<file path="config.mk">
export PLATFORM = sky130hd
export DESIGN_NAME = lcd_window_rgb444_pixel_packer
export DESIGN_NICKNAME = d
export VERILOG_FILES = /design/src/rtl/lwp_pkg.sv /design/src/rtl/lwp_front.sv /design/src/rtl/lwp_fifo.sv /design/src/rtl/lwp_back.sv /design/src/rtl/lcd_window_rgb444_pixel_packer.sv
export SDC_FILE = /design/constraint.sdc
export NUM_CORES = 1
export LEC_CHECK = 0
export BUFFER_PORTS_ARGS = -buffer_cell sky130_fd_sc_hd__buf_2
export CAP_MARGIN = 20
export CORE_MARGIN = 2
export CORE_UTILIZATION = 43
export DETAILED_ROUTE_END_ITERATION = 7
export PLACE_DENSITY = 0.62
export SYNTH_ARGS = -nofsm -noshare
export SYNTH_HDL_FRONTEND = slang
export SYNTH_SLANG_ARGS = --single-unit
</file>
<file path="constraint.sdc">
create_clock -name i_clk -period 6.6 [get_ports i_clk]
set_clock_uncertainty 0.15 [all_clocks]
set_input_delay 0.66 -clock i_clk [delete_from_list [all_inputs] [get_ports i_clk]]
set_output_delay 0.66 -clock i_clk [all_outputs]
set_load 0.03 [all_outputs]
</file>
<file path="src/rtl/lwp_pkg.sv">
// Shared types and constants for the LCD window RGB444 pixel packer.
package lwp_pkg;

    localparam logic [1:0] OP_OPEN  = 2'd0;
    localparam logic [1:0] OP_PIXEL = 2'd1;
    localparam logic [1:0] OP_STOP  = 2'd2;

    localparam logic [2:0] CFG_COL_OFS   = 3'd0;
    localparam logic [2:0] CFG_ROW_OFS   = 3'd1;
    localparam logic [2:0] CFG_BROKEN    = 3'd2;
    localparam logic [2:0] CFG_COL_CMD   = 3'd3;
    localparam logic [2:0] CFG_PAGE_CMD  = 3'd4;
    localparam logic [2:0] CFG_MEMWR_CMD = 3'd5;
    localparam logic [2:0] CFG_NOOP_CMD  = 3'd6;

    localparam int Q_DEPTH = 2;
    localparam int Q_AW    = 1;

    localparam logic [2:0] LAST_OPEN = 3'd6;
    localparam logic [2:0] LAST_PKT  = 3'd2;

    typedef struct packed {
        logic [1:0]  op;
        logic [7:0]  win_col;
        logic [7:0]  win_row;
        logic [7:0]  win_width;
        logic [7:0]  win_height;
        logic [11:0] pixel_color;
    } t_in_word;

    typedef struct packed {
        logic [7:0] out_byte;
        logic       is_command;
        logic       last;
    } t_out_word;

    typedef struct packed {
        logic [7:0] ram_col_offset;
        logic [7:0] ram_row_offset;
        logic       broken_mode;
        logic [7:0] col_cmd_code;
        logic [7:0] page_cmd_code;
        logic [7:0] memwrite_cmd_code;
        logic [7:0] noop_cmd_code;
    } t_cfg;

    typedef enum logic [1:0] {
        JOB_OPEN,
        JOB_PAIR,
        JOB_LONE
    } t_job_kind;

    // open: d0/d1 column range, d2/d3 page range; pair: d0..d2; lone: d0, d1
    typedef struct packed {
        t_job_kind  kind;
        logic [7:0] d0;
        logic [7:0] d1;
        logic [7:0] d2;
        logic [7:0] d3;
    } t_job;

    typedef struct packed {
        logic push;
        t_job job;
    } t_job_push;

endpackage

</file>
<file path="src/rtl/lwp_front.sv">
// Front end: accepts items, tracks pixel pairing and builds byte jobs.
module lwp_front (
    input  logic              i_clk,
    input  logic              i_rst_n,
    input  lwp_pkg::t_cfg     i_cfg,
    input  logic              i_in_valid,
    input  lwp_pkg::t_in_word i_in_word,
    input  logic              i_q_full,
    output logic              o_in_stall,
    output lwp_pkg::t_job_push o_push
);
    import lwp_pkg::*;

    logic [11:0] r_held, n_held;
    logic [11:0] r_first, n_first;
    logic        r_odd, n_odd;
    logic        r_first_seen, n_first_seen;
    logic        accept;
    logic        job_valid;
    t_job        job;
    logic [7:0]  c0, r0;
    logic [11:0] pair_b;

    assign o_in_stall = i_q_full;
    assign accept     = i_in_valid && !i_q_full;
    assign c0 = 8'(i_cfg.ram_col_offset + i_in_word.win_col);
    assign r0 = 8'(i_cfg.ram_row_offset + i_in_word.win_row);
    assign pair_b = (i_in_word.op == OP_PIXEL) ? i_in_word.pixel_color : r_first;

    always_comb begin
        job_valid    = 1'b0;
        job.kind     = JOB_PAIR;
        job.d0       = r_held[11:4];
        job.d1       = {r_held[3:0], pair_b[11:8]};
        job.d2       = pair_b[7:0];
        job.d3       = 8'd0;
        n_held       = r_held;
        n_first      = r_first;
        n_odd        = r_odd;
        n_first_seen = r_first_seen;
        case (i_in_word.op)
            OP_OPEN: begin
                job_valid    = 1'b1;
                job.kind     = JOB_OPEN;
                job.d0       = c0;
                job.d1       = 8'(c0 + i_in_word.win_width - 8'd1);
                job.d2       = r0;
                job.d3       = 8'(r0 + i_in_word.win_height - 8'd1);
                n_odd        = 1'b0;
                n_first_seen = 1'b0;
            end
            OP_PIXEL: begin
                if (!r_first_seen) begin
                    n_first      = i_in_word.pixel_color;
                    n_first_seen = 1'b1;
                end
                if (r_odd) begin
                    job_valid = 1'b1;
                    n_odd     = 1'b0;
                end else begin
                    n_held = i_in_word.pixel_color;
                    n_odd  = 1'b1;
                end
            end
            OP_STOP: begin
                if (r_odd) begin
                    job_valid = 1'b1;
                    n_odd     = 1'b0;
                    if (!i_cfg.broken_mode) begin
                        job.kind = JOB_LONE;
                        job.d1   = {r_held[3:0], 4'h0};
                    end
                end
            end
            default: begin
            end
        endcase
    end

    assign o_push.push = accept && job_valid;
    assign o_push.job  = job;

    always_ff @(posedge i_clk) begin
        if (!i_rst_n) begin
            r_held       <= '0;
            r_first      <= '0;
            r_odd        <= 1'b0;
            r_first_seen <= 1'b0;
        end else if (accept) begin
            r_held       <= n_held;
            r_first      <= n_first;
            r_odd        <= n_odd;
            r_first_seen <= n_first_seen;
        end
    end

    a_pair_clears_odd: assert property (@(posedge i_clk) disable iff (!i_rst_n)
        accept && i_in_word.op == OP_PIXEL && r_odd |-> o_push.push)
        else $error("paired pixel produced no job");

endmodule

</file>
<file path="src/rtl/lwp_fifo.sv">
// Two-entry job queue between front end and byte sequencer.
module lwp_fifo (
    input  logic               i_clk,
    input  logic               i_rst_n,
    input  lwp_pkg::t_job_push i_push,
    input  logic               i_pop,
    output logic               o_full,
    output logic               o_empty,
    output lwp_pkg::t_job      o_head
);
    import lwp_pkg::*;

    t_job              r_mem [Q_DEPTH];
    logic [Q_AW-1:0]   r_wr, r_rd;
    logic [Q_AW:0]     r_count, n_count;

    assign o_full  = (r_count == (Q_AW+1)'(Q_DEPTH));
    assign o_empty = (r_count == '0);
    assign o_head  = r_mem[r_rd];

    always_comb begin
        n_count = r_count;
        if (i_push.push && !i_pop) begin
            n_count = r_count + 1'b1;
        end else if (!i_push.push && i_pop) begin
            n_count = r_count - 1'b1;
        end
    end

    always_ff @(posedge i_clk) begin
        if (i_push.push) begin
            r_mem[r_wr] <= i_push.job;
        end
    end

    always_ff @(posedge i_clk) begin
        if (!i_rst_n) begin
            r_wr    <= '0;
            r_rd    <= '0;
            r_count <= '0;
        end else begin
            if (i_push.push) begin
                r_wr <= r_wr + 1'b1;
            end
            if (i_pop) begin
                r_rd <= r_rd + 1'b1;
            end
            r_count <= n_count;
        end
    end

    a_no_overflow: assert property (@(posedge i_clk) disable iff (!i_rst_n)
        i_push.push |-> !o_full)
        else $error("push into full queue");

    a_no_underflow: assert property (@(posedge i_clk) disable iff (!i_rst_n)
        i_pop |-> !o_empty)
        else $error("pop from empty queue");

endmodule

</file>
<file path="src/rtl/lwp_back.sv">
// Back end: walks the head job byte by byte into the output register.
module lwp_back (
    input  logic               i_clk,
    input  logic               i_rst_n,
    input  lwp_pkg::t_cfg      i_cfg,
    input  logic               i_empty,
    input  lwp_pkg::t_job      i_head,
    output logic               o_pop,
    output logic               o_out_valid,
    output lwp_pkg::t_out_word o_out_word,
    input  logic               i_out_stall
);
    import lwp_pkg::*;

    logic [2:0] r_idx, n_idx;
    logic       r_out_valid;
    t_out_word  r_out_word, n_out_word;
    logic       load;
    logic [2:0] last_idx;

    assign last_idx = (i_head.kind == JOB_OPEN) ? LAST_OPEN : LAST_PKT;
    assign load     = !i_empty && (!r_out_valid || !i_out_stall);
    assign o_pop    = load && (r_idx == last_idx);
    assign n_idx    = o_pop ? 3'd0 : 3'(r_idx + 3'd1);

    always_comb begin
        n_out_word.out_byte   = i_head.d0;
        n_out_word.is_command = 1'b0;
        n_out_word.last       = (r_idx == last_idx);
        case (i_head.kind)
            JOB_OPEN: begin
                case (r_idx)
                    3'd0: begin
                        n_out_word.out_byte   = i_cfg.col_cmd_code;
                        n_out_word.is_command = 1'b1;
                    end
                    3'd1: n_out_word.out_byte = i_head.d0;
                    3'd2: n_out_word.out_byte = i_head.d1;
                    3'd3: begin
                        n_out_word.out_byte   = i_cfg.page_cmd_code;
                        n_out_word.is_command = 1'b1;
                    end
                    3'd4: n_out_word.out_byte = i_head.d2;
                    3'd5: n_out_word.out_byte = i_head.d3;
                    default: begin
                        n_out_word.out_byte   = i_cfg.memwrite_cmd_code;
                        n_out_word.is_command = 1'b1;
                    end
                endcase
            end
            JOB_LONE: begin
                case (r_idx)
                    3'd0: n_out_word.out_byte = i_head.d0;
                    3'd1: n_out_word.out_byte = i_head.d1;
                    default: begin
                        n_out_word.out_byte   = i_cfg.noop_cmd_code;
                        n_out_word.is_command = 1'b1;
                    end
                endcase
            end
            default: begin
                case (r_idx)
                    3'd0: n_out_word.out_byte = i_head.d0;
                    3'd1: n_out_word.out_byte = i_head.d1;
                    default: n_out_word.out_byte = i_head.d2;
                endcase
            end
        endcase
    end

    always_ff @(posedge i_clk) begin
        if (load) begin
            r_out_word <= n_out_word;
        end
    end

    always_ff @(posedge i_clk) begin
        if (!i_rst_n) begin
            r_idx       <= '0;
            r_out_valid <= 1'b0;
        end else begin
            if (load) begin
                r_idx       <= n_idx;
                r_out_valid <= 1'b1;
            end else if (!i_out_stall) begin
                r_out_valid <= 1'b0;
            end
        end
    end

    assign o_out_valid = r_out_valid;
    assign o_out_word  = r_out_word;

    a_idx_in_job: assert property (@(posedge i_clk) disable iff (!i_rst_n)
        !i_empty |-> r_idx <= last_idx)
        else $error("byte index past end of job");

    a_idle_idx_zero: assert property (@(posedge i_clk) disable iff (!i_rst_n)
        i_empty |-> r_idx == 3'd0)
        else $error("byte index left mid-job with empty queue");

endmodule

</file>
<file path="src/rtl/lcd_window_rgb444_pixel_packer.sv">
// Top level of the LCD window RGB444 pixel packer: config registers and datapath.
// Turns open/pixel/stop words into the controller's command and data byte stream,
// one byte per cycle on the output while jobs are queued and the output is not
// stalled. A decoder takes one input word per cycle whenever the two-entry job
// queue has room; words that cause no bytes (a lone pixel, a stop with nothing
// held, the unused op code) go straight through. The byte sequencer at the
// queue head sets the sustained rate: an open costs 7 bytes, a pixel pair 3, a
// stop flush 3; pixels average 1.5 bytes each. The job queue buffers output stalls.
module lcd_window_rgb444_pixel_packer (
    input  logic               i_clk,
    input  logic               i_rst_n,
    input  logic               i_cfg_we,
    input  logic [2:0]         i_cfg_idx,
    input  logic [7:0]         i_cfg_data,
    input  logic               i_in_valid,
    output logic               o_in_stall,
    input  lwp_pkg::t_in_word  i_in_word,
    output logic               o_out_valid,
    input  logic               i_out_stall,
    output lwp_pkg::t_out_word o_out_word
);
    import lwp_pkg::*;

    t_cfg      r_cfg;
    t_job_push push;
    t_job      head;
    logic      q_full;
    logic      q_empty;
    logic      pop;

    always_ff @(posedge i_clk) begin
        if (!i_rst_n) begin
            r_cfg.ram_col_offset    <= 8'd0;
            r_cfg.ram_row_offset    <= 8'd2;
            r_cfg.broken_mode       <= 1'b1;
            r_cfg.col_cmd_code      <= 8'd21;
            r_cfg.page_cmd_code     <= 8'd117;
            r_cfg.memwrite_cmd_code <= 8'd92;
            r_cfg.noop_cmd_code     <= 8'd37;
        end else if (i_cfg_we) begin
            case (i_cfg_idx)
                CFG_COL_OFS:   r_cfg.ram_col_offset    <= i_cfg_data;
                CFG_ROW_OFS:   r_cfg.ram_row_offset    <= i_cfg_data;
                CFG_BROKEN:    r_cfg.broken_mode       <= i_cfg_data[0];
                CFG_COL_CMD:   r_cfg.col_cmd_code      <= i_cfg_data;
                CFG_PAGE_CMD:  r_cfg.page_cmd_code     <= i_cfg_data;
                CFG_MEMWR_CMD: r_cfg.memwrite_cmd_code <= i_cfg_data;
                CFG_NOOP_CMD:  r_cfg.noop_cmd_code     <= i_cfg_data;
                default: begin
                end
            endcase
        end
    end

    lwp_front u_front (
        .i_clk      (i_clk),
        .i_rst_n    (i_rst_n),
        .i_cfg      (r_cfg),
        .i_in_valid (i_in_valid),
        .i_in_word  (i_in_word),
        .i_q_full   (q_full),
        .o_in_stall (o_in_stall),
        .o_push     (push)
    );

    lwp_fifo u_fifo (
        .i_clk   (i_clk),
        .i_rst_n (i_rst_n),
        .i_push  (push),
        .i_pop   (pop),
        .o_full  (q_full),
        .o_empty (q_empty),
        .o_head  (head)
    );

    lwp_back u_back (
        .i_clk       (i_clk),
        .i_rst_n     (i_rst_n),
        .i_cfg       (r_cfg),
        .i_empty     (q_empty),
        .i_head      (head),
        .o_pop       (pop),
        .o_out_valid (o_out_valid),
        .o_out_word  (o_out_word),
        .i_out_stall (i_out_stall)
    );

endmodule

</file>
* Word-level counts from Yosys, hierarchy flattened
Memory sizes are Yosys's and may differ from the RTL's. A register that Yosys moved wholly into a read port is not among the register bits.
Cells that the tools add are included.
** Storage, ports and cells
- Memory bits (writable) :: 68
- Register bits :: 93
- Memories :: 1
- Input bits :: 62
** Memories
- u_fifo.r_mem :: words 2, width 34, read ports 1, clocked after Yosys merged registers in 1, write ports 1, RTL line lwp_fifo.sv:13 : t_job r_mem [Q_DEPTH];
** Cells by class
- Reduce and logical (&&, ||, !) cells :: 36
- Bitwise gates (word level) :: 2
- Muxes and demuxes :: 31
- Eq/ne operators :: 17
- Add/subtract/negate cells :: 11
** Operators by type and width (count)
- one-hot mux 8 bit (2 select lines) :: 4
- one-hot mux 8 bit (6 select lines) :: 1
- adder 8 bit :: 4
- AND reduction 2 bit :: 9
- two-way mux 16 bit :: 1
- subtractor 8 x 1 -> 8 bit (second input constant) :: 2
- == test 3 bit (second input constant) :: 5
- == test 3 x 2 -> 1 bit (second input constant) :: 4
- two-way mux 12 bit :: 1
- two-way mux 1 bit :: 10
- two-way mux 2 bit :: 4
- two-way mux 4 bit :: 2
- two-way mux 8 bit :: 1
- one-hot mux 1 bit (2 select lines) :: 4
- == test 2 bit (second input constant) :: 3
- == test 3 x 1 -> 1 bit (second input constant) :: 2
- logical AND 1 bit :: 6
- zero test 1 bit :: 6
- zero test 2 bit :: 3
- zero test 3 bit :: 2
- two-way mux 3 bit :: 2
- AND reduction 3 bit :: 2
- nonzero test 2 bit :: 3
- OR reduction 2 bit :: 3
- 11 further kinds :: 13

* Depth between registers and ports, before layout
- Depth in word-level cells :: 8
- Depth in mapped cells :: 16
- Mapped depth without buffers :: 16

* By module
A second synthesis with hierarchy kept.
** Second synthesis, totals
- Cell total of the unflattened synthesis :: 847
- Area total of the unflattened synthesis :: 8715.9 µm²
** By module, submodules not included
- lwp_front :: area an instance 2844.0 µm², times used 1, cells each 380
- lwp_fifo :: area an instance 2671.3 µm², times used 1, cells each 128
- lcd_window_rgb444_pixel_packer :: area an instance 1918.1 µm², times used 1, cells each 183
- lwp_back :: area an instance 1282.5 µm², times used 1, cells each 156

* Worst setup path before layout
OpenSTA, ideal clock, no wires.
- Path type :: input port to flip-flop
- Start :: input port i_in_word[44] in the netlist's numbering
- End :: memory u_fifo.r_mem[0][0] in the netlist's numbering (enable)
- Stages on the path :: 4
- Arrival :: 4358 ps
- Slack :: 1579 ps
- Data required time :: 5937 ps
- Path through :: inv_1 ha_1 a21oi_1 nor4_1
** On the way
- Longest elaborated chain between the ends :: 6
- Elaborated cells between the ends (all ways) :: 8
** Ends and longest elaborated chain
- from (decl) :: RTL line lcd_window_rgb444_pixel_packer.sv:17 : input lwp_pkg::t_in_word i_in_word,
- == test 2 bit or == test 2 x 1 -> 1 bit (tied branches) :: RTL line lwp_front.sv:41 : case (i_in_word.op)
- OR reduction 2 bit (no source line)
- one-hot mux 1 bit (2 select lines) (*) :: RTL line lwp_front.sv:41
- logical AND 1 bit (*) :: RTL line lwp_front.sv:80 : assign o_push.push = accept && job_valid;
- two-way mux 1 bit (*) :: RTL line lwp_fifo.sv:31 : if (i_push.push) begin
- two-way mux 1 bit (implied by the code) (*) :: RTL line lwp_fifo.sv:32 : r_mem[r_wr] <= i_push.job;
- to (decl) :: RTL line lwp_fifo.sv:13
Every way passes the cells marked *; elsewhere a longest branch is shown, timed or not.

==> flow_summary.toml <==
[run_status]
outcome = "completed"

[pwr]
ir_drop_mv = 0.208
total_power_mw = 2.49
power_density_nw_per_um2 = 256
leakagePower_nw = 3.76

[placed_design]
placed_area_um2 = 9100
placed_cells = 1193
io_buffers = 73
dp_slack_ns = 2.71
place_hpwl_um = 15300
place.gp.congestion = 0.882

[clock_tree]
cts_buffers = 17
clkSinkCount = 162
clkTransAtPathRegs_ns = 0.06
cts-root-buf = "clkbuf_16"
cts_max_path_buffers = 2
htreeDepth = 4
post_cts_buffers = 0
clk_latency_ns = 0.44
cts_tree = "done"
holdBufCountCts = 0
cts.repair.resized = 0

[floorplanning]
fp-row-count = 51
dieArea_um2 = 21000
io_pins = 74
die_y_um = 145
initial_core_util = 0.439
core_um2 = 19500
die_w_um = 145

[synthesis]
synthFlopType = "dfxtp_1"
seq_area_frac_synth = 0.471
ys_async_sr_fraction = 0
synth_seq_cells = 162
synth.cell_area_um2 = 8540
synth_edf_count = 78
synthCells = 887
yosys.cell_types.count = 57
ys_warn_count = 0
synth_nets = 1003
synth.avg_cell_area_um2 = 9.62

[cells_and_area]
fillerInstances = 1824
syn2layout_area_growth_pct = 13.7
layoutNonFillerInstCount = 1225
n_antenna_cell = 0
drive_gt1_frac = 0.134
fin_nets = 1063
final_util = 0.499
fin_area_um2 = 9710

[detailed_routing]
vias_per_cell = 5.24
routed-via-count = 6417
drtIter0Drc = 587
wl_per_cell_um = 16.9
drc_errors = 0
wl_um = 20700
drtAntennaViolNets = 0
firstDrtPassIters = 8

[global_routing]
first_global_vias = 5924
overflow = 0
grt_first_pass_wirelength_um = 31800
grt_max_degree = 85
antenna_found_initial = 0
globalRouteTotalUtil = 0.204

[worst_setup_path]
worstSetupStartpointType = "flip-flop"
reg2reg_depth = 13
end_kind = "flip-flop"
cp_max_fo = 3
criticalPathCategory = "reg -> reg"
cp.arrival_ns = 3.57
cp.required_ns = 6.59

[sta]
worst_pin_slew_ns = 0.929
post-route-period-util = 0.542
finalWorstSetupSlack_ns = 3.02
final_max_slew_viol_count = 0
setup_viol = 0
fmax_mhz = 280
hold_ws_ns = 0.312
relSlewSlack = 0.376
hold_viol = 0
rsz0062_at_grt = "false"
min_period_ns = 3.58
tns_ns = 0

[flow_run]
drv_cap = 0

[hold_path]
min_path_cells = 2
hp-class = "reg -> reg"
[layout make-up]
type	count	area, µm²	area share
sequential	162	4030	0.415
multi-input combinational	622	4100	0.422
tap	265	332	0.0341
inverter	66	248	0.0255
clock buffer	22	528	0.0544
timing repair buffer	78	403	0.0415
clock inverter	10	78.8	0.00812
[power by group]
part,internal [mW],switching [mW]
sequential,1.10,0.0162
clock,0.576,0.416
combinational,0.147,0.232
[critical path, stage by stage, from the launching register on]
cell	delay [ns]
dfxtp_1	0.41
ha_1	0.22
inv_1	0.06
fa_1	0.46
ha_1	0.29
inv_1	0.04
ha_1	0.22
fa_1	0.43
a211oi_1	0.31
o21bai_1	0.13
a21oi_1	0.18
xnor2_1	0.15
xnor2_1	0.14
o21ai_1	0.09
[cells in the mapped netlist, types with 5 or more instances]
| master | number | area (µm²) |
|---|---|---|
| and2_1 | 10 | 62.6 |
| edfxtp_1 | 78 | 2340 |
| dfxtp_1 | 84 | 1680 |
| nand3_1 | 19 | 95.1 |
| a21boi_0 | 59 | 443 |
| o211ai_1 | 10 | 75.1 |
| mux2i_1 | 32 | 320 |
| clkbuf_1 | 27 | 101 |
| a21o_1 | 6 | 45.0 |
| o21bai_1 | 5 | 37.5 |
| xnor2_1 | 18 | 158 |
| nor3_1 | 8 | 40.0 |
| o22ai_1 | 14 | 87.6 |
| nand2b_1 | 10 | 62.6 |
| a211oi_1 | 10 | 75.1 |
| nor2_1 | 29 | 109 |
| a221oi_1 | 8 | 70.1 |
| xor2_1 | 8 | 70.1 |
| inv_1 | 66 | 248 |
| nand2_1 | 182 | 683 |
| a22oi_1 | 5 | 37.5 |
| mux2_2 | 8 | 90.1 |
| nor2b_1 | 11 | 68.8 |
| a21oi_1 | 38 | 190 |
| o21ai_0 | 34 | 170 |
| ha_1 | 50 | 626 |
[layer usage]
metal | vias up | GRT usage | part of all wire | wire length [µm]
met2 | 146 | 0.327 | 0.47 | 9710
met1 | 3008 | 0.282 | 0.47 | 9750
li1 | 3241 | - | - | -
met4 | 0 | 0.0557 | 0.012 | 240
met3 | 22 | 0.0398 | 0.049 | 1010
met5 | - | 0 | 0 | 0
[logic make-up after synthesis]
logic type / Yosys count / share of synthesized area
buffers and inverters: 103 / 0.0495
multiplexers: 40 / 0.0481
adder cells (fa/ha/maj): 54 / 0.0827
AND/OR/NAND/NOR: 283 / 0.143
AO/OA/AOI/OAI: 218 / 0.175
flip-flops: 162 / 0.471
XOR/XNOR: 27 / 0.0299
[state kept, by name (all words and copies together) (netlist names), 2 cells and up, named ones only]
signal and flops:
u_fifo.r_mem 68, u_back.r_idx 3, u_fifo.r_count 2, u_front.r_held 12, r_cfg 49, u_back.o_out_word 10
u_front.r_first 12
[cell usage in the layout, fill, tap and decap left out, drive strengths merged, types with 3 or more instances in the layout]
| master | netlist | routed |
|---|---|---|
| fa | 4 | 4 |
| mux2 | 8 | 8 |
| a21boi | 60 | 60 |
| edfxtp | 78 | 78 |
| o22ai | 14 | 14 |
| ha | 50 | 50 |
| and2 | 11 | 11 |
| a22oi | 5 | 5 |
| or2 | 3 | 3 |
| a21oi | 38 | 38 |
| buf | 9 | 78 |
| a221oi | 8 | 8 |
| inv | 66 | 73 |
| o21bai | 5 | 5 |
| o211ai | 10 | 10 |
| o221ai | 3 | 3 |
| a21o | 6 | 6 |
| mux2i | 32 | 32 |
| o21ai | 38 | 38 |
| a211oi | 10 | 10 |
| nand3 | 20 | 20 |
| a211o | 4 | 4 |
| nor3 | 8 | 8 |
| nor2 | 29 | 29 |
| clkbuf | 28 | 22 |
| a222oi | 4 | 4 |
| nand2 | 182 | 182 |
| nor2b | 11 | 11 |
| xnor2 | 19 | 19 |
| xor2 | 8 | 8 |
| nand2b | 10 | 10 |
| dfxtp | 84 | 84 |
[path summary, 6_finish.rpt]
path / from / to / slack (ns)
max: r_cfg[41] / u_fifo.r_mem[1][23] / 3.02
min: u_front.r_first[4] / u_front.r_first[4] / 0.31
max reg2reg: r_cfg[41] / u_fifo.r_mem[1][23] / 3.02
min reg2reg: u_front.r_first[4] / u_front.r_first[4] / 0.31
(Power assumes the default switching activity.)
